$ cat src/sv/bchd_pkg.sv
package bchd_pkg;

    // configuration port
    localparam int CFG_INDEX_WIDTH = 8;
    localparam int CFG_DATA_WIDTH  = 16;

    localparam logic [CFG_INDEX_WIDTH-1:0] CFG_DEBOUNCE_TIME  = 8'd0;
    localparam logic [CFG_INDEX_WIDTH-1:0] CFG_FINISH_TIMEOUT = 8'd1;

    localparam logic [CFG_DATA_WIDTH-1:0] DEBOUNCE_TIME_RESET  = 16'd50;
    localparam logic [CFG_DATA_WIDTH-1:0] FINISH_TIMEOUT_RESET = 16'd300;

    // stream field widths
    localparam int NOW_MS_WIDTH      = 32;
    localparam int EVENT_COUNT_WIDTH = 5;

    localparam logic EVT_CLICK = 1'b0;
    localparam logic EVT_HOLD  = 1'b1;

    typedef struct packed {
        logic                         valid;
        logic                         kind;
        logic [EVENT_COUNT_WIDTH-1:0] count;
    } t_event;

endpackage

$ cat src/sv/bchd_core.sv
module bchd_core #(
    parameter int COUNT_WIDTH = 5,
    parameter int TIME_WIDTH  = 32
) (
    input  logic                                i_clk,
    input  logic                                i_rst_n,
    input  logic                                i_step,
    input  logic                                i_raw_pressed,
    input  logic [TIME_WIDTH-1:0]               i_now,
    input  logic [bchd_pkg::CFG_DATA_WIDTH-1:0] i_debounce_time,
    input  logic [bchd_pkg::CFG_DATA_WIDTH-1:0] i_finish_timeout,
    output bchd_pkg::t_event                    o_event
);
    import bchd_pkg::*;

    // now > base + delay, exact
    function automatic logic past(input logic [TIME_WIDTH-1:0] now,
                                  input logic [TIME_WIDTH-1:0] base,
                                  input logic [TIME_WIDTH-1:0] delay);
        logic [TIME_WIDTH-1:0] diff;
        diff = now - base;
        return (now > base) && (diff > delay);
    endfunction

    logic                   r_raw_last,  n_raw_last;
    logic [TIME_WIDTH-1:0]  r_raw_ct,    n_raw_ct;
    logic                   r_stable,    n_stable;
    logic [TIME_WIDTH-1:0]  r_stable_ct, n_stable_ct;
    logic                   r_prev,      n_prev;
    logic [COUNT_WIDTH-1:0] r_press,     n_press;
    logic [COUNT_WIDTH-1:0] r_release,   n_release;
    logic [COUNT_WIDTH-1:0] r_hold,      n_hold;
    logic                   r_finished,  n_finished;

    logic [TIME_WIDTH-1:0] deb_delay, fin_delay;
    logic past_deb, past_fin_raw, past_fin_stable, deb_take, past_fin;
    t_event ev;

    assign deb_delay = TIME_WIDTH'(i_debounce_time);
    assign fin_delay = TIME_WIDTH'(i_finish_timeout);

    // all three compares run in parallel off the registered state
    assign past_deb        = past(i_now, r_raw_ct, deb_delay);
    assign past_fin_raw    = past(i_now, r_raw_ct, fin_delay);
    assign past_fin_stable = past(i_now, r_stable_ct, fin_delay);

    always_comb begin
        n_raw_last  = r_raw_last;
        n_raw_ct    = r_raw_ct;
        n_stable    = r_stable;
        n_stable_ct = r_stable_ct;
        n_prev      = r_prev;
        n_press     = r_press;
        n_release   = r_release;
        n_hold      = r_hold;
        n_finished  = r_finished;
        deb_take    = 1'b0;
        ev          = '0;

        // debounce
        if (i_raw_pressed != r_raw_last) begin
            n_raw_last = i_raw_pressed;
            n_raw_ct   = i_now;
        end else if (r_stable_ct != r_raw_ct && past_deb) begin
            n_stable    = i_raw_pressed;
            n_stable_ct = r_raw_ct;
            deb_take    = 1'b1;
        end

        // stable edges
        if (r_prev != n_stable) begin
            if (!r_finished) begin
                if (n_stable) begin
                    n_press = n_press + COUNT_WIDTH'(1);
                end else begin
                    n_release = n_release + COUNT_WIDTH'(1);
                end
            end else if (!n_stable) begin
                n_press    = '0;
                n_release  = '0;
                n_hold     = '0;
                n_finished = 1'b0;
            end
            n_prev = n_stable;
        end

        past_fin = deb_take ? past_fin_raw : past_fin_stable;
        if (past_fin && (|{n_press, n_release, n_hold, n_finished})) begin
            n_finished = 1'b1;
        end

        // report
        if (n_finished) begin
            if (n_press == n_release) begin
                ev.valid   = 1'b1;
                ev.kind    = EVT_CLICK;
                ev.count   = EVENT_COUNT_WIDTH'(n_press);
                n_press    = '0;
                n_release  = '0;
                n_hold     = '0;
                n_finished = 1'b0;
            end else if (n_press > n_release) begin
                n_hold      = n_hold + COUNT_WIDTH'(1);
                ev.valid    = 1'b1;
                ev.kind     = EVT_HOLD;
                ev.count    = EVENT_COUNT_WIDTH'(n_hold);
                n_stable_ct = i_now;
                n_finished  = 1'b0;
            end else begin
                n_press    = '0;
                n_release  = '0;
                n_hold     = '0;
                n_finished = 1'b0;
            end
        end
    end

    always_ff @(posedge i_clk) begin
        if (!i_rst_n) begin
            r_raw_last  <= 1'b0;
            r_raw_ct    <= '0;
            r_stable    <= 1'b0;
            r_stable_ct <= '0;
            r_prev      <= 1'b0;
            r_press     <= '0;
            r_release   <= '0;
            r_hold      <= '0;
            r_finished  <= 1'b0;
        end else if (i_step) begin
            r_raw_last  <= n_raw_last;
            r_raw_ct    <= n_raw_ct;
            r_stable    <= n_stable;
            r_stable_ct <= n_stable_ct;
            r_prev      <= n_prev;
            r_press     <= n_press;
            r_release   <= n_release;
            r_hold      <= n_hold;
            r_finished  <= n_finished;
        end
    end

    always_comb begin
        o_event       = ev;
        o_event.valid = ev.valid & i_step;
    end

    // any reported event leaves no pending finish behind
    a_event_clears_finished: assert property (@(posedge i_clk) disable iff (!i_rst_n)
        o_event.valid |=> !r_finished)
        else $error("finished still set after an event");

    // a click empties the press and release record
    a_click_clears_record: assert property (@(posedge i_clk) disable iff (!i_rst_n)
        (o_event.valid && o_event.kind == EVT_CLICK) |=> (r_press == '0 && r_release == '0))
        else $error("record not cleared after click");

    // the record only moves on an evaluated poll
    a_idle_holds_record: assert property (@(posedge i_clk) disable iff (!i_rst_n)
        !i_step |=> ($stable(r_press) && $stable(r_release) && $stable(r_hold)))
        else $error("record changed without a poll");

endmodule

$ cat src/sv/button_click_hold_detector.sv
// Button click and hold detector. Each input transfer is one poll of a push
// button: the raw level and the current millisecond timestamp. The level is
// debounced (it must hold for longer than debounce_time ms), stable presses
// and releases are counted, and once finish_timeout ms pass after the last
// stable change one event goes out: a click with the press count when the
// button is up, or a hold with a rising repeat count while it is still down,
// repeating after every further finish_timeout. Timestamps are compared
// unsigned without wrap handling; counters wrap at COUNT_WIDTH bits.
// Rate: one poll per clock, sustained. A poll goes into an input register,
// is evaluated combinationally against the state registers, and its event
// (if any) lands in a one-entry output register that drives o_m_axis_tvalid.
// The state update is done in the same cycle as that evaluation, which is
// what allows back-to-back polls; the input side stalls only while the
// output register is full and not taken.
// Configuration writes are taken in any cycle (o_cfg_ready is always high)
// but should only be issued while the block is idle.
module button_click_hold_detector #(
    parameter int COUNT_WIDTH = 5,
    parameter int TIME_WIDTH  = 32
) (
    input  logic                                 i_clk,
    input  logic                                 i_rst_n,

    // poll stream
    input  logic                                 i_s_axis_tvalid,
    output logic                                 o_s_axis_tready,
    input  logic [39:0]                          i_s_axis_tdata,  // [0] raw_pressed,
                                                                  // [32:1] now_ms, rest 0

    // event stream
    output logic                                 o_m_axis_tvalid,
    input  logic                                 i_m_axis_tready,
    output logic [7:0]                           o_m_axis_tdata,  // [4:0] event_count, rest 0
    output logic                                 o_m_axis_tuser,  // [0] event_kind

    // register writes
    input  logic                                 i_cfg_valid,
    output logic                                 o_cfg_ready,
    input  logic [bchd_pkg::CFG_INDEX_WIDTH-1:0] i_cfg_index,
    input  logic [bchd_pkg::CFG_DATA_WIDTH-1:0]  i_cfg_data
);
    import bchd_pkg::*;

    // config registers
    logic [CFG_DATA_WIDTH-1:0] r_debounce_time;
    logic [CFG_DATA_WIDTH-1:0] r_finish_timeout;

    assign o_cfg_ready = 1'b1;

    always_ff @(posedge i_clk) begin
        if (!i_rst_n) begin
            r_debounce_time  <= DEBOUNCE_TIME_RESET;
            r_finish_timeout <= FINISH_TIMEOUT_RESET;
        end else if (i_cfg_valid && o_cfg_ready) begin
            case (i_cfg_index)
                CFG_DEBOUNCE_TIME:  r_debounce_time  <= i_cfg_data;
                CFG_FINISH_TIMEOUT: r_finish_timeout <= i_cfg_data;
                default: ;  // unknown index, dropped
            endcase
        end
    end

    // input register
    logic                    r_in_valid;
    logic                    r_in_raw;
    logic [NOW_MS_WIDTH-1:0] r_in_now;
    logic                    proc_go;

    // evaluate when the output slot is free or drains this cycle
    assign proc_go         = r_in_valid && (!o_m_axis_tvalid || i_m_axis_tready);
    assign o_s_axis_tready = !r_in_valid || proc_go;

    always_ff @(posedge i_clk) begin
        if (!i_rst_n) begin
            r_in_valid <= 1'b0;
        end else if (o_s_axis_tready) begin
            r_in_valid <= i_s_axis_tvalid;
        end
    end

    always_ff @(posedge i_clk) begin
        if (i_s_axis_tvalid && o_s_axis_tready) begin
            r_in_raw <= i_s_axis_tdata[0];
            r_in_now <= i_s_axis_tdata[NOW_MS_WIDTH:1];
        end
    end

    t_event core_event;

    bchd_core #(
        .COUNT_WIDTH (COUNT_WIDTH),
        .TIME_WIDTH  (TIME_WIDTH)
    ) u_core (
        .i_clk            (i_clk),
        .i_rst_n          (i_rst_n),
        .i_step           (proc_go),
        .i_raw_pressed    (r_in_raw),
        .i_now            (TIME_WIDTH'(r_in_now)),
        .i_debounce_time  (r_debounce_time),
        .i_finish_timeout (r_finish_timeout),
        .o_event          (core_event)
    );

    // output register
    logic                         r_out_valid;
    logic                         r_out_kind;
    logic [EVENT_COUNT_WIDTH-1:0] r_out_count;

    always_ff @(posedge i_clk) begin
        if (!i_rst_n) begin
            r_out_valid <= 1'b0;
        end else if (core_event.valid) begin
            r_out_valid <= 1'b1;
        end else if (i_m_axis_tready) begin
            r_out_valid <= 1'b0;
        end
    end

    always_ff @(posedge i_clk) begin
        if (core_event.valid) begin
            r_out_kind  <= core_event.kind;
            r_out_count <= core_event.count;
        end
    end

    assign o_m_axis_tvalid = r_out_valid;
    assign o_m_axis_tuser  = r_out_kind;
    assign o_m_axis_tdata  = {{(8 - EVENT_COUNT_WIDTH){1'b0}}, r_out_count};

    // a new event only appears right after a poll was evaluated
    a_event_from_poll: assert property (@(posedge i_clk) disable iff (!i_rst_n)
        $rose(r_out_valid) |-> $past(proc_go))
        else $error("event appeared without an evaluated poll");

    // a pending event is never overwritten by a fresh one
    a_no_overwrite: assert property (@(posedge i_clk) disable iff (!i_rst_n)
        (r_out_valid && !i_m_axis_tready) |-> !core_event.valid)
        else $error("event overwrote an untaken result");

    // registers come out of reset at their defaults
    a_cfg_reset: assert property (@(posedge i_clk)
        !i_rst_n |=> (r_debounce_time == DEBOUNCE_TIME_RESET &&
                      r_finish_timeout == FINISH_TIMEOUT_RESET))
        else $error("config registers not at reset values");

endmodule
$ cat config.mk
export PLATFORM = sky130hd
export DESIGN_NAME = button_click_hold_detector
export DESIGN_NICKNAME = d
export VERILOG_FILES = /design/src/sv/bchd_pkg.sv /design/src/sv/bchd_core.sv /design/src/sv/button_click_hold_detector.sv
export SDC_FILE = /design/constraint.sdc
export NUM_CORES = 1
export LEC_CHECK = 0
export ABC_CLOCK_PERIOD_IN_PS = 9650
export BUFFER_PORTS_ARGS = -buffer_cell sky130_fd_sc_hd__buf_2
export CAP_MARGIN = 20
export CELL_PAD_IN_SITES_DETAIL_PLACEMENT = 1
export CELL_PAD_IN_SITES_GLOBAL_PLACEMENT = 1
export CORE_MARGIN = 3
export CORE_UTILIZATION = 40
export CTS_CLUSTER_SIZE = 24
export DETAILED_ROUTE_END_ITERATION = 10
export GPL_ROUTABILITY_DRIVEN = 1
export PLACE_DENSITY = 0.68
export SYNTH_ARGS = -nofsm -noshare
export SYNTH_HDL_FRONTEND = slang
export SYNTH_SLANG_ARGS = --single-unit
export TNS_END_PERCENT = 20
$ cat constraint.sdc
create_clock -name i_clk -period 9.65 [get_ports i_clk]
set_input_delay 0.4825 -clock i_clk [delete_from_list [all_inputs] [get_ports i_clk]]
set_output_delay 0.4825 -clock i_clk [all_outputs]
set_load 0.05 [all_outputs]
==> out/metrics.cfg <==
[status]
run_status = finished clean

[worst_setup_path]
reg2reg_to = u_core.r_stable_ct[11]
slowest_stage = nand3b_1
regToRegStartpoint = r_in_now[1]
path_class = reg2reg
reg2reg_slack_ns = 1.31
slowest_delay_ns = 0.75
timing.critical_path.buf_inv = 2
reg2regPathDepth = 27
end_kind = register
worstPathArrival_ns = 8.73
timing.critical_path.mode_cell = ha_1
worst_ep_required_time_ns = 10.04
worst_path_top_cell_family_by_delay = simple AND/OR/NAND/NOR gates
critical_path_start_type = register
critical_path_peak_fanout = 25

[synthesis]
postSynth.asyncResetShare_pct = 0
synth_area_per_cell_um2 = 8.24
dominantRegCellSynth = dfxtp_1
summed_instance_area_of_the_synthesized_netlist_um2 = 12200
ys_ff_latch = 155
synth_seq_area_share_pct = 28.6
yosys_warnings = 0
number_of_synthesized_flops_with_an_enable_pin = 39
syn_inst = 1482
synth.lib_cells_used.distinct = 87

[die]
floorplan.die.width_um = 181
die_height_um = 181
die_area_um2 = 32700
num_io_pins = 81
coreArea_um2 = 29900
core.rowCount = 63
start_util_pct = 40.9

[global_route]
grtUsageTotal_pct = 23.9
grt_start_max_net_pins = 57
grt_pass1_wl_um = 62400
overflow = 0
grt_antenna_before_repair = 0
first_global_vias = 11400

[route]
post_drt_via_cell_ratio = 5.70
drt_first_pass_iters = 5
route.detailed.drc = 0
drtAntennaViolNets = 0
route.vias.total = 10900
drt_first_iter_violations = 576
routedWlPerCell_um = 20.6
drt-total-wl_um = 39500

[place]
placed_area_um2 = 12800
hpwlAfterDp_um = 29800
routabilityCongestion = 0.942
buffer_ports.inserted = 69
post-place-cells = 1879

[timing]
timing.final.crit_share_pct = 86.4
slew_viol_final = 0
grt_setup_unrepaired = no
shortest_period_the_worst_path_allows_ns = 8.34
report.final.hold_viol_count = 0
clock_skew_ns = 0.0129
maximum_clock_frequency_mhz = 120
setup_violators_final = 0
slew-limit-headroom_pct = 30.5
fin_tns_setup_ns = 0
max_slew.worst_pin.slew_ns = 1.04

[power]
ir_drop_mv = 0.118
p_leak_nw = 5.91
power-per-cell-area_nw_per_um2 = 173
design_power_total_mw = 2.32

[final_layout]
synthToLayoutAreaGrowth_pct = 9.95
drive_above_1_share_pct = 9.65
antenna_cells = 0
design_area_um2 = 13400
layoutNonFillerInstCount = 1914
number_of_nets_at_the_end_of_the_flow = 1700

[clock_network]
clock_latency_ns = 0.46
clkTransAtPathRegs_ns = 0.07
cts-buffers-inserted = 17
cts_hold_buf = 0
cts_max_level = 4
cts_root_buf = clkbuf_16
postCtsSetupBuffers = 0
clk_path_buf_depth = 2
clock-sinks = 155
post_cts_resize_count = 0
cts_tree = built

[run]
timing.max_cap.violations = 0

[worst_hold_path]
min-delay-path-class = in2reg
worstHoldStart = i_s_axis_tdata[21]
worstHoldEndpoint = r_in_now[20]
whs_path_depth = 1

==> state kept, by name, summed over array words and instances, names as in the netlist <==
| name | count |
|---|---|
| o_m_axis_tuser | 1 |
| o_m_axis_tvalid | 1 |
| r_debounce_time | 16 |
| r_finish_timeout | 16 |
| r_in_now | 32 |
| r_in_raw | 1 |
| r_in_valid | 1 |
| r_out_count | 5 |
| u_core.r_hold | 5 |
| u_core.r_press | 5 |
| u_core.r_prev | 1 |
| u_core.r_raw_ct | 32 |
| u_core.r_raw_last | 1 |
| u_core.r_release | 5 |
| u_core.r_stable | 1 |
| u_core.r_stable_ct | 32 |
==> stage by stage <==
stage / hold slack, ns / setup slack, ns / utilization [%]
detailed placement: 0.463 / 1.36 / 42.9
finish: 0.197 / 1.31 / 44.9
CTS: 0.168 / 1.28 / 44.8
floorplan: 0.444 / 3.05 / -
global placement: 0.454 / 1.61 / 42.9
global route: 0.175 / 0.814 / 44.9
==> cells in the final DEF, fill, tap and decap left out, types with 5 or more instances in the layout <==
| cell type | n |
|---|---|
| nand2b_1 | 12 |
| o21bai_1 | 9 |
| a21oi_2 | 5 |
| nor2_1 | 116 |
| buf_4 | 8 |
| and3_1 | 6 |
| o21ai_1 | 8 |
| nand4_1 | 32 |
| edfxtp_1 | 39 |
| nor2b_1 | 11 |
| o22ai_1 | 5 |
| nor3b_1 | 7 |
| o211a_1 | 30 |
| mux2i_1 | 69 |
| nor3_1 | 50 |
| inv_1 | 125 |
| xor2_1 | 53 |
| a21oi_1 | 116 |
| or3_1 | 10 |
| nor4_1 | 17 |
| xnor2_1 | 36 |
| o21a_1 | 20 |
| o31ai_1 | 5 |
| clkbuf_16 | 18 |
| o211ai_1 | 14 |
| dfxtp_1 | 116 |
| a21o_1 | 46 |
| ha_1 | 118 |
| or4_1 | 8 |
| buf_2 | 70 |
| a211oi_1 | 13 |
| nand3_1 | 22 |
| nand2_1 | 146 |
| o21ai_0 | 45 |
| a31oi_1 | 6 |
==> worst max-delay path by stage <==
stage                      startpoint                     end  cells past startpoint
after floorplan           r_in_now[1]  u_core.r_stable_ct[10]                     29
after global placement    r_in_now[1]  u_core.r_stable_ct[15]                     27
after detailed placement  r_in_now[1]  u_core.r_stable_ct[15]                     27
after CTS                 r_in_now[1]  u_core.r_stable_ct[11]                     27
after global routing      r_in_now[1]  u_core.r_stable_ct[12]                     27
final                     r_in_now[1]  u_core.r_stable_ct[11]                     27
==> layer usage <==
layer / track usage [%] / wire length [um]
met5: 0 / 0
met4: 7.58 / 1030
met3: 3.56 / 1290
met2: 39.6 / 18500
met1: 32.1 / 18600
==> final cells by class <==
cell class	count	area, um^2
fillers	3589	16400
multi-input cells	1130	7940
flip-flops and latches	155	3490
well taps	390	488
inverters	126	473
clock buffers	20	468
repair buffers	81	457
clock inverters	12	110
==> power by group <==
| group | switching [mW] | total (mW) | internal (mW) |
|---|---|---|---|
| clock network | 0.300 | 0.679 | 0.379 |
| logic | 0.541 | 0.886 | 0.345 |
| registers | 0.0481 | 0.758 | 0.710 |
| total | 0.889 | 2.32 | 1.43 |
==> synthesized netlist by cell type, types with 45 or more instances <==
master | number | share of area (%)
ha_1 | 118 | 12
clkbuf_1 | 49 | 1.5
o21ai_0 | 45 | 1.8
dfxtp_1 | 116 | 19
a21o_1 | 46 | 2.8
nor3_1 | 50 | 2.0
mux2i_1 | 69 | 5.7
nor2_1 | 117 | 3.6
inv_1 | 126 | 3.9
xor2_1 | 53 | 3.8
a21oi_1 | 116 | 4.8
nand2_1 | 147 | 4.5
==> logic make-up (layout without fill, tap and decap cells) <==
logic type	after synthesis	count (layout)	share of synthesized area, %
other	2	4	0.0615
muxes	71	71	5.87
DFF	155	155	28.6
xor gates and xnor gates	90	90	6.52
and+or+nand+nor	466	466	18.3
AOI/OAI and AO/OA	376	376	21.4
adders and majority gates	123	123	12.7
buffers and inverters	199	239	6.67
No activity file was read; power rests on OpenSTA's default activity.
